**src/design/ils_pkg.sv**
```systemverilog
// ----------------------------------------------------------------------------
// ils_pkg: shared types and constants for the indexed list store
// Command codes, transfer payload structs, cell control and sequencer states.
// ----------------------------------------------------------------------------
`default_nettype none

package ils_pkg;

    // Default number of cells, and the width of every internal position.
    // IDX_W covers any depth up to 1024 as well as the 7-bit position field.
    localparam int ILS_DEPTH = 64;
    localparam int IDX_W     = 11;

    typedef enum logic [3:0] {
        CMD_INSERT_AT   = 4'd0,
        CMD_INSERT_HEAD = 4'd1,
        CMD_INSERT_TAIL = 4'd2,
        CMD_REMOVE_AT   = 4'd3,
        CMD_REMOVE_HEAD = 4'd4,
        CMD_REMOVE_TAIL = 4'd5,
        CMD_REPLACE_AT  = 4'd6,
        CMD_READ_AT     = 4'd7,
        CMD_EXISTS      = 4'd8,
        CMD_EQUALS      = 4'd9,
        CMD_CLEAR       = 4'd10
    } t_cmd;

    typedef enum logic [1:0] {
        OP_NONE,
        OP_INSERT,
        OP_REMOVE,
        OP_WRITE
    } t_cell_op;

    typedef enum logic [1:0] {
        ST_IDLE,
        ST_APPLY,
        ST_REDUCE
    } t_state;

    typedef struct packed {
        logic [3:0]         command;
        logic [6:0]         position;
        logic signed [31:0] value;
    } t_in;

    typedef struct packed {
        logic               ok;
        logic               found;
        logic signed [31:0] read_value;
        logic [6:0]         count;
        logic               empty_res;
    } t_out;

    // Broadcast to every cell of the row.
    typedef struct packed {
        t_cell_op           op;
        logic [IDX_W-1:0]   pos;
        logic [IDX_W-1:0]   count;
        logic               probe_any;
        logic signed [31:0] value;
    } t_cell_ctl;

endpackage

`default_nettype wire

```
**src/design/ils_cell.sv**
```systemverilog
// ----------------------------------------------------------------------------
// ils_cell: one position of the list
// Holds one entry, takes its neighbour's entry when the list shifts, and
// registers its own compare and read results for the reduction stage.
// ----------------------------------------------------------------------------
`default_nettype none

module ils_cell
    import ils_pkg::*;
#(
    parameter int INDEX = 0
) (
    input  wire                      i_clk,
    input  wire t_cell_ctl           i_ctl,
    input  wire logic signed [31:0]  i_left,
    input  wire logic signed [31:0]  i_right,
    output logic signed [31:0]       o_data,
    output logic                     o_hit,
    output logic signed [31:0]       o_rd
);

    localparam logic [IDX_W-1:0] MY_IDX = IDX_W'(INDEX);

    logic signed [31:0] r_data;
    logic signed [31:0] n_data;
    logic               r_hit;
    logic               n_hit;
    logic signed [31:0] r_rd;
    logic signed [31:0] n_rd;
    logic               at_pos;
    logic               above_pos;
    logic               same;

    assign at_pos    = (MY_IDX == i_ctl.pos);
    assign above_pos = (MY_IDX > i_ctl.pos);
    assign same      = (r_data == i_ctl.value);

    always_comb begin
        n_data = r_data;
        case (i_ctl.op)
            OP_INSERT: begin
                if (above_pos) begin
                    n_data = i_left;
                end else if (at_pos) begin
                    n_data = i_ctl.value;
                end
            end
            OP_REMOVE: begin
                if (above_pos || at_pos) begin
                    n_data = i_right;
                end
            end
            OP_WRITE: begin
                if (at_pos) begin
                    n_data = i_ctl.value;
                end
            end
            default: begin
                n_data = r_data;
            end
        endcase
    end

    // Compare and read results are taken from the entry before any update.
    always_comb begin
        if (i_ctl.probe_any) begin
            n_hit = same && (MY_IDX < i_ctl.count);
        end else begin
            n_hit = same && at_pos;
        end
        n_rd = at_pos ? r_data : 32'sd0;
    end

    always_ff @(posedge i_clk) begin
        r_data <= n_data;
        r_hit  <= n_hit;
        r_rd   <= n_rd;
    end

    assign o_data = r_data;
    assign o_hit  = r_hit;
    assign o_rd   = r_rd;

endmodule

`default_nettype wire

```
**config.mk**
```make
export PLATFORM = sky130hd
export DESIGN_NAME = ils_cell
export DESIGN_NICKNAME = d
export VERILOG_FILES = /design/src/design/ils_pkg.sv /design/src/design/ils_cell.sv
export SDC_FILE = /design/constraint.sdc
export NUM_CORES = 1
export LEC_CHECK = 0
export ABC_AREA = 1
export ABC_CLOCK_PERIOD_IN_PS = 2800
export BUFFER_PORTS_ARGS = -buffer_cell sky130_fd_sc_hd__buf_2
export CAP_MARGIN = 20
export CORE_ASPECT_RATIO = 1.25
export CORE_UTILIZATION = 37
export CTS_CLUSTER_DIAMETER = 50
export DETAILED_ROUTE_END_ITERATION = 7
export GPL_TIMING_DRIVEN = 0
export HOLD_SLACK_MARGIN = 0.06
export PLACE_DENSITY_LB_ADDON = 0.12
export SYNTH_ARGS = -nofsm -noshare
export SYNTH_HDL_FRONTEND = slang
export SYNTH_SLANG_ARGS = --single-unit
```
**constraint.sdc**
```tcl
create_clock -name i_clk -period 2.8 [get_ports i_clk]
set_clock_uncertainty 0.15 [all_clocks]
set_input_delay 0.28 -clock i_clk [delete_from_list [all_inputs] [get_ports i_clk]]
set_output_delay 0.28 -clock i_clk [all_outputs]
set_load 0.005 [all_outputs]
```
# == After elaboration in Yosys (flattened, before gate mapping) ==
# Cells that the tools add are included.
# W data, S select, Z words.
# classes
order_cmp,2
eq_ne,5
muxes,5
n_reduce_logical,6
# op_table
cell,n
$mux W32,3
$pmux W32 S3,1
$eq A32 B32 Y1,1
$gt A1 B11 Y1 const A,1
$logic_not A11 Y1,1
$lt A1 B11 Y1 const A,1
$eq A2 B2 Y1 const B,2
$reduce_bool A3 Y1,1
$eq A2 B1 Y1 const B,1
$logic_and A1 B1 Y1,2
$ne A2 B2 Y1 const B,1
$reduce_and A2 Y1,1
$logic_or A1 B1 Y1,1
$mux W1,1
# totals
register_bits,65
input_bits,122
output_inout_bits,65
word_cells,21

# == Depth between registers and ports, before layout ==
# Gate-level depths: netlist (run 1).
# depth
depth_word,4
mapped_depth,8
ltp_nobuf,8

# == Worst setup path after synthesis (run 1) ==
# Ideal clock, no wire load.
# synth_timing
path_type,input to register
from,input i_ctl[48] (netlist bit)
to,"register r_data[0] (netlist: o_data[0]), enable pin"
setup_time_ns,0.389
arrival_time_ns,1.683
required_time_ns,2.261
setup_slack_ns,0.577
stages,5
path_buffers,1
path_cell_list,or2_1 nor2_4 buf_2 nand3_1 nand2_1
# synth_between
elab_chain_cells,4
word_cells_on_any_way,5
cone_classes,1 x order compare; 1 x eq/ne; 3 x reduce/logical
# synth_lines
element,line,source
from (decl),ils_cell.sv:14,"input wire t_cell_ctl i_ctl,"
$gt A1 B11 Y1 / $logic_not A11 Y1 (equally long branches),"ils_cell.sv:35, ils_cell.sv:34",
$logic_or A1 B1 Y1 (*),ils_cell.sv:49,if (above_pos || at_pos) begin
$ne A2 B2 Y1 (no line) (*),n/a,
$reduce_and A2 Y1 (no line) (*),n/a,
to (signal assigned),ils_cell.sv:75,r_data <= n_data;
to (decl),ils_cell.sv:24,logic signed [31:0] r_data;
# Every way passes the cells marked *; elsewhere a longest branch is shown, timed or not.
# A chain may end at the register's enable or synchronous reset.

# == Worst setup path in the final report (run 1) ==
# layout_timing
from,input i_ctl[44] (netlist bit)
to,"register r_data[7] (netlist: o_data[7]), enable pin"
# Same word-level chain as after synthesis.

==> impl_metrics.env, run 1 <==
export IMPL_outcome="complete, no violations"
export IMPL_seq_area_mm2=0.00162
export IMPL_setup_viol=0
export IMPL_drt_iter0_markers=132
export IMPL_firstDrtPassIters=4
export IMPL_holdBufCountCts=0
export IMPL_core_area_mm2=0.00833
export IMPL_netlist_area_mm2=0.00321
export IMPL_multi_input_area_mm2=0.00127
export IMPL_total_power_w=0.00203
export IMPL_die_w_um=85.3
export IMPL_ctsLongestPathBuffers=2
export IMPL_min_from="i_right[12]"
export IMPL_final_nets=709
export IMPL_yosysSeqAreaShare=0.506
export IMPL_crit_start="i_ctl[44]"
export IMPL_dp_hpwl_um=7150
export IMPL_vias=3297
export IMPL_start_util=0.385
export IMPL_cts_sinks=65
export IMPL_cts_tree="yes"
export IMPL_synth_top_area_cell="edfxtp_1"
export IMPL_relSlewSlack=0.416
export IMPL_tightestPinTransition_ns=0.872
export IMPL_period_share=0.747
export IMPL_cap_viol_max_count=0
export IMPL_yosys_warnings=0
export IMPL_pre_cts_ws_ns=0.338
export IMPL_overflow=0
export IMPL_io_buffers=154
export IMPL_drc=0
export IMPL_yosys_area_top_type_share=0.300
export IMPL_grtUsageTotal=0.217
export IMPL_h_tree_depth=3
export IMPL_layout_drive_gt1_share=0.305
export IMPL_crit_path_end_kind="flip-flop"
export IMPL_post_cts_resized=0
export IMPL_cp_arrival_ns=1.89
export IMPL_peakVddDrop_v=0.000259
export IMPL_r2r_start="o_data[13]"
export IMPL_area_growth_pct=32.4
export IMPL_period_needed_ns=2.09
export IMPL_reg2reg_slack_ns=1.44
export IMPL_synth_cells=422
export IMPL_cts_buffers=9
export IMPL_max_freq_mhz=478
export IMPL_start_kind="input port"
export IMPL_clk_pin_slew_ns=0.07
export IMPL_wirelength_um=9760
export IMPL_rsz0062_at_grt="no"
export IMPL_postRouteAntennaNets=0
export IMPL_power_density_mw_per_mm2=477
export IMPL_antenna_cells=0
export IMPL_grt_pass1_wl_um=14800
export IMPL_cts_setup_buffers=0
export IMPL_root_buffer="clkbuf_8"
export IMPL_antenna_found_initial=0
export IMPL_synth_cell_types=19
export IMPL_hp_class="in -> reg"
export IMPL_viasPerCell=4.80
export IMPL_clock_latency_ns=0.33
export IMPL_io_pins=187
export IMPL_wire_per_inst_um=14.2
export IMPL_die_h_um=106
export IMPL_rows=37
export IMPL_crit_required_ns=2.60
export IMPL_syn_avg_cell_area_um2=7.60
export IMPL_setup_ws_ns=0.709
export IMPL_synth_fp_nets=544
export IMPL_finalCoreUtilization=0.509
export IMPL_ys_ff_latch=65
export IMPL_grt_max_degree=33
export IMPL_grt_pass1_vias=3048
export IMPL_gp_congestion=0.787
export IMPL_worstPathMaxFanout=32
export IMPL_maxSlewViolCount=0
export IMPL_dieArea_mm2=0.00905
export IMPL_p_leak_nw=2.30
export IMPL_worst_setup_path_type="in -> reg"
export IMPL_synthTopCellsByArea="edfxtp_1 30%, dfxtp_1 21%, nand2_1 12%"
export IMPL_nFillCells=885
export IMPL_hold_viol_final=0
==> cell usage in the layout, fill, tap and decap left out <==
cell and count:
xor2_1 9, buf_6 2, nand2_2 2, and2_1 1, clkbuf_8 9, a21oi_1 1
nor3_1 1, inv_1 57, dfxtp_1 33, nand3_1 36, nor2_4 1, nor2_2 1
nand2_1 100, a31oi_1 32, clkbuf_1 11, clkinv_2 1, nor2_1 90, xnor2_1 5
buf_2 164, edfxtp_1 32, or2_1 2
==> final cells by class <==
cell class	count	area share
clock buffer	13	0.0327
sequential	65	0.382
multi-input combinational	281	0.300
timing repair buffer	154	0.182
tap	97	0.0286
inverter	57	0.0504
clock inverter	1	0.00118
buffer	19	0.0233
==> state kept, by name (all words and copies together), names as in the netlist <==
name,flops
o_rd,32
o_hit,1
o_data,32
==> critical path: stages <==
cell and delay [ns]:
buf_2 0.10, nor2_1 0.09, nand2_1 0.06, nor2_2 0.28, buf_2 0.30, nand3_1 0.11
nand2_2 0.66
==> power breakdown <==
group | leakage, nW | internal, W | switching, W
clock | 0.0733 | 0.000312 | 0.000341
sequential | 0.573 | 0.00104 | 0.0000364
combinational | 1.65 | 0.000132 | 0.000160
total | 2.30 | 0.00149 | 0.000537
==> per-layer routing <==
metal / global-route usage / up-vias / share of wire
met5: 0 / - / 0
met2: 0.374 / 118 / 0.49
met1: 0.261 / 1509 / 0.44
met3: 0.0419 / 14 / 0.052
li1: - / 1656 / -
met4: 0.0952 / 0 / 0.020
==> worst paths after layout <==
path / end / depth (start not counted)
worst max-delay path: o_data[7] / 7
worst min-delay path: o_data[12] / 3
worst max register to register: o_hit / 6
worst min register to register: o_rd[4] / 2
==> metrics by stage <==
step	cells	setup TNS, ns	hold slack [ns]	instance area (µm²)
after floorplan	422	0	0.344	3210
after detailed placement	673	0	0.405	4100
after CTS	687	0	0.130	4250
after global routing	687	0	0.131	4250
final	687	0	0.150	4250
after global placement	673	-3.74	0.394	4100
==> synthesized netlist by cell type, drive strengths merged <==
cell type,instances
a21oi,1
a31oi,32
and2,1
buf,12
clkbuf,7
dfxtp,33
edfxtp,32
inv,57
nand2,102
nand3,36
nor2,92
nor3,1
or2,2
xnor2,5
xor2,9
==> cell families after synthesis <==
kind of cell / after synthesis / synth area share
compound gates: 33 / 0.0640
flops: 65 / 0.506
simple gates: 234 / 0.295
xor+xnor: 14 / 0.0382
buf+inv: 76 / 0.0975
No activity file was read; power rests on OpenSTA's default activity.
==> run 2, diff against run 1 <==
Settings changed: ABC_AREA 1 to 0, ABC_CLOCK_PERIOD_IN_PS 2800 to 1700.
Clock period 2.8 ns to 1.7 ns, I/O delays scaled along.
==> impl_metrics.env, run 2 <==
export IMPL_grtUsageTotal=0.237
export IMPL_nFillCells=705
export IMPL_rsz0062_at_grt="no"
export IMPL_busiest_layer="met2"
export IMPL_worstPathMaxFanout=4
export IMPL_yosysSeqAreaShare=0.559
export IMPL_placement_cell_area_mm2=0.00380
export IMPL_final_nets=616
export IMPL_grt_pass1_wl_um=14100
export IMPL_crit_chain="xor2_1 -> nor4_1 -> nand4_1 -> nor3_1"
export IMPL_area_growth_pct=48.7
export IMPL_die_h_um=101
export IMPL_ys_async_sr_fraction=0
export IMPL_start_kind="flip-flop"
export IMPL_synthTopCellsByArea="edfxtp_1 33%, dfxtp_1 23%, xor2_1 9.7%"
export IMPL_synth_cell_types=22
export IMPL_overflow=0
export IMPL_setup_viol=0
export IMPL_drc=0
export IMPL_cts_buffers=9
export IMPL_antenna_found_initial=1
export IMPL_worst_path_max_delay_cell="edfxtp_1"
export IMPL_power_density_mw_per_mm2=806
export IMPL_fin_hold_ws_ns=0.0710
export IMPL_final_cell_area_mm2=0.00432
export IMPL_viasPerCell=4.85
export IMPL_root_buffer="clkbuf_8"
export IMPL_rows=35
export IMPL_cts_sinks=65
export IMPL_grt_max_degree=17
export IMPL_syn_avg_cell_area_um2=9.77
export IMPL_ctsLongestPathBuffers=2
export IMPL_worst_setup_path_type="reg -> reg"
export IMPL_yosys_warnings=0
export IMPL_wirelength_um=9490
export IMPL_final_cell_mix="156 x buf_2, 64 x nand2_1, 33 x dfxtp_1"
export IMPL_hold_viol_final=0
export IMPL_postRouteAntennaNets=0
export IMPL_period_needed_ns=1.59
export IMPL_io_buffers=154
export IMPL_max_freq_mhz=627
export IMPL_synthTopCellsByCount="64 x nand2_1, 33 x dfxtp_1"
export IMPL_synth_top_area_cell="edfxtp_1"
export IMPL_relSlewSlack=0.651
export IMPL_clock_latency_ns=0.34
export IMPL_netlist_area_mm2=0.00290
export IMPL_grtUsageMet1=0.287
export IMPL_p_leak_nw=2.01
export IMPL_cts_tree="yes"
export IMPL_seq_area_mm2=0.00162
export IMPL_firstDrtPassIters=4
export IMPL_hp_class="in -> reg"
export IMPL_finalCoreUtilization=0.576
export IMPL_crit_required_ns=1.81
export IMPL_wire_per_inst_um=16.1
export IMPL_multi_input_area_mm2=0.00123
export IMPL_crit_path_end_kind="flip-flop"
export IMPL_drt_iter0_markers=116
export IMPL_io_pins=187
export IMPL_met3_usage=0.0416
export IMPL_dp_hpwl_um=6580
export IMPL_layout_commonest_cell="buf_2"
export IMPL_vias=2866
export IMPL_layout_drive_gt1_share=0.365
export IMPL_dieArea_mm2=0.00821
export IMPL_cp_arrival_ns=1.71
export IMPL_ys_flop_type="dfxtp_1"
export IMPL_grt_use_met2=0.410
export IMPL_tightestPinTransition_ns=0.523
export IMPL_cts_setup_buffers=0
export IMPL_critPathMaxStageDelay_ns=0.45
export IMPL_synth_cells=297
export IMPL_die_w_um=81.2
export IMPL_period_share=0.938
export IMPL_cap_viol_max_count=0
export IMPL_antenna_cells=0
export IMPL_synth_edf_count=32
export IMPL_maxSlewViolCount=0
export IMPL_core_area_mm2=0.00749
export IMPL_grt_pass1_vias=2785
export IMPL_clk_pin_slew_ns=0.07
export IMPL_start_util=0.388
export IMPL_synth_fp_nets=419
export IMPL_peakVddDrop_v=0.000478
export IMPL_yosys_area_top_type_share=0.331
export IMPL_ys_ff_latch=65
export IMPL_outcome="complete, no violations"
export IMPL_gp_congestion=0.804
export IMPL_yosysMostFrequentCell="nand2_1"
export IMPL_h_tree_depth=3
-- run 2: cell count changes after synthesis, moves of 8 or more --
cell     change
and2_1      +31
buf_2        -8
inv_1       -57
nand2_1     -37
nand3_1     -33
nor2_1      -58
nor4_1      +10
xor2_1      +23
-- run 2: where the power goes --
group / leakage [nW] / switching (W) / total [W] / internal, W
combinational: 1.35 / 0.000226 / 0.000472 / 0.000246
clock: 0.0846 / 0.000616 / 0.00122 / 0.000607
sequential: 0.573 / 0.0000637 / 0.00178 / 0.00172
total: 2.01 / 0.000905 / 0.00348 / 0.00257
-- run 2: path summary, 6_finish.rpt --
path / start / endpoint / slack [ns] / cells after the start
worst max register to register: o_data[25] / o_hit / 0.11 / 4
worst min register to register: o_data[22] / o_rd[22] / 0.40 / 1
worst min-delay path: i_ctl[32] / o_hit / 0.07 / 3
worst max-delay path: o_data[25] / o_hit / 0.11 / 4
-- run 2: final cells by class --
type | count | area share
clock buffers | 12 | 0.0359
repair buffers | 185 | 0.250
plain buffers | 17 | 0.0197
well taps | 92 | 0.0267
flip-flops and latches | 65 | 0.376
clock inverters | 4 | 0.00638
multi-input cells | 216 | 0.285
-- run 2: cells by family after synthesis --
| logic type | Yosys count | share of synthesized area |
|---|---|---|
| flip-flops | 65 | 0.559 |
| XOR/XNOR | 32 | 0.0966 |
| AND/OR/NAND/NOR | 149 | 0.241 |
| buffers and inverters | 17 | 0.0293 |
| AO/OA/AOI/OAI | 34 | 0.0741 |
-- run 2: metal layers --
metal	wire length [µm]	share of wire	up-vias
li1	-	-	1412
met1	3930	0.41	1318
met2	4820	0.51	119
met3	593	0.063	15
met4	131	0.014	2
met5	13	0.0014	-
-- run 2: critical path, delay by kind of cell (launching register included) --
| kind | cells | cell delay [ns] |
|---|---|---|
| flip-flops | 1 | 0.45 |
| AND/OR/NAND/NOR | 3 | 0.72 |
| XOR/XNOR | 1 | 0.21 |
-- run 2: through the flow --
step           power [W]  setup TNS [ns]  setup WS [ns]  cells
6_report         0.00348               0          0.106    591
5_1_grt          0.00360               0         0.0109    591
4_1_cts          0.00350               0         0.0828    591
3_5_place_dp     0.00222          -16.66         -0.365    543
3_3_place_gp     0.00222          -16.56         -0.372    543
2_1_floorplan    0.00198               0       0.000549    297
-- run 2: what timing repair did --
item | in CTS | in global routing
endpoints found under the setup margin | 33 | 1
endpoints found under the hold margin | 31 | 0
gates cloned | 1 | 0
resized for setup | 2 | 1
hold buffers | 31 | 0
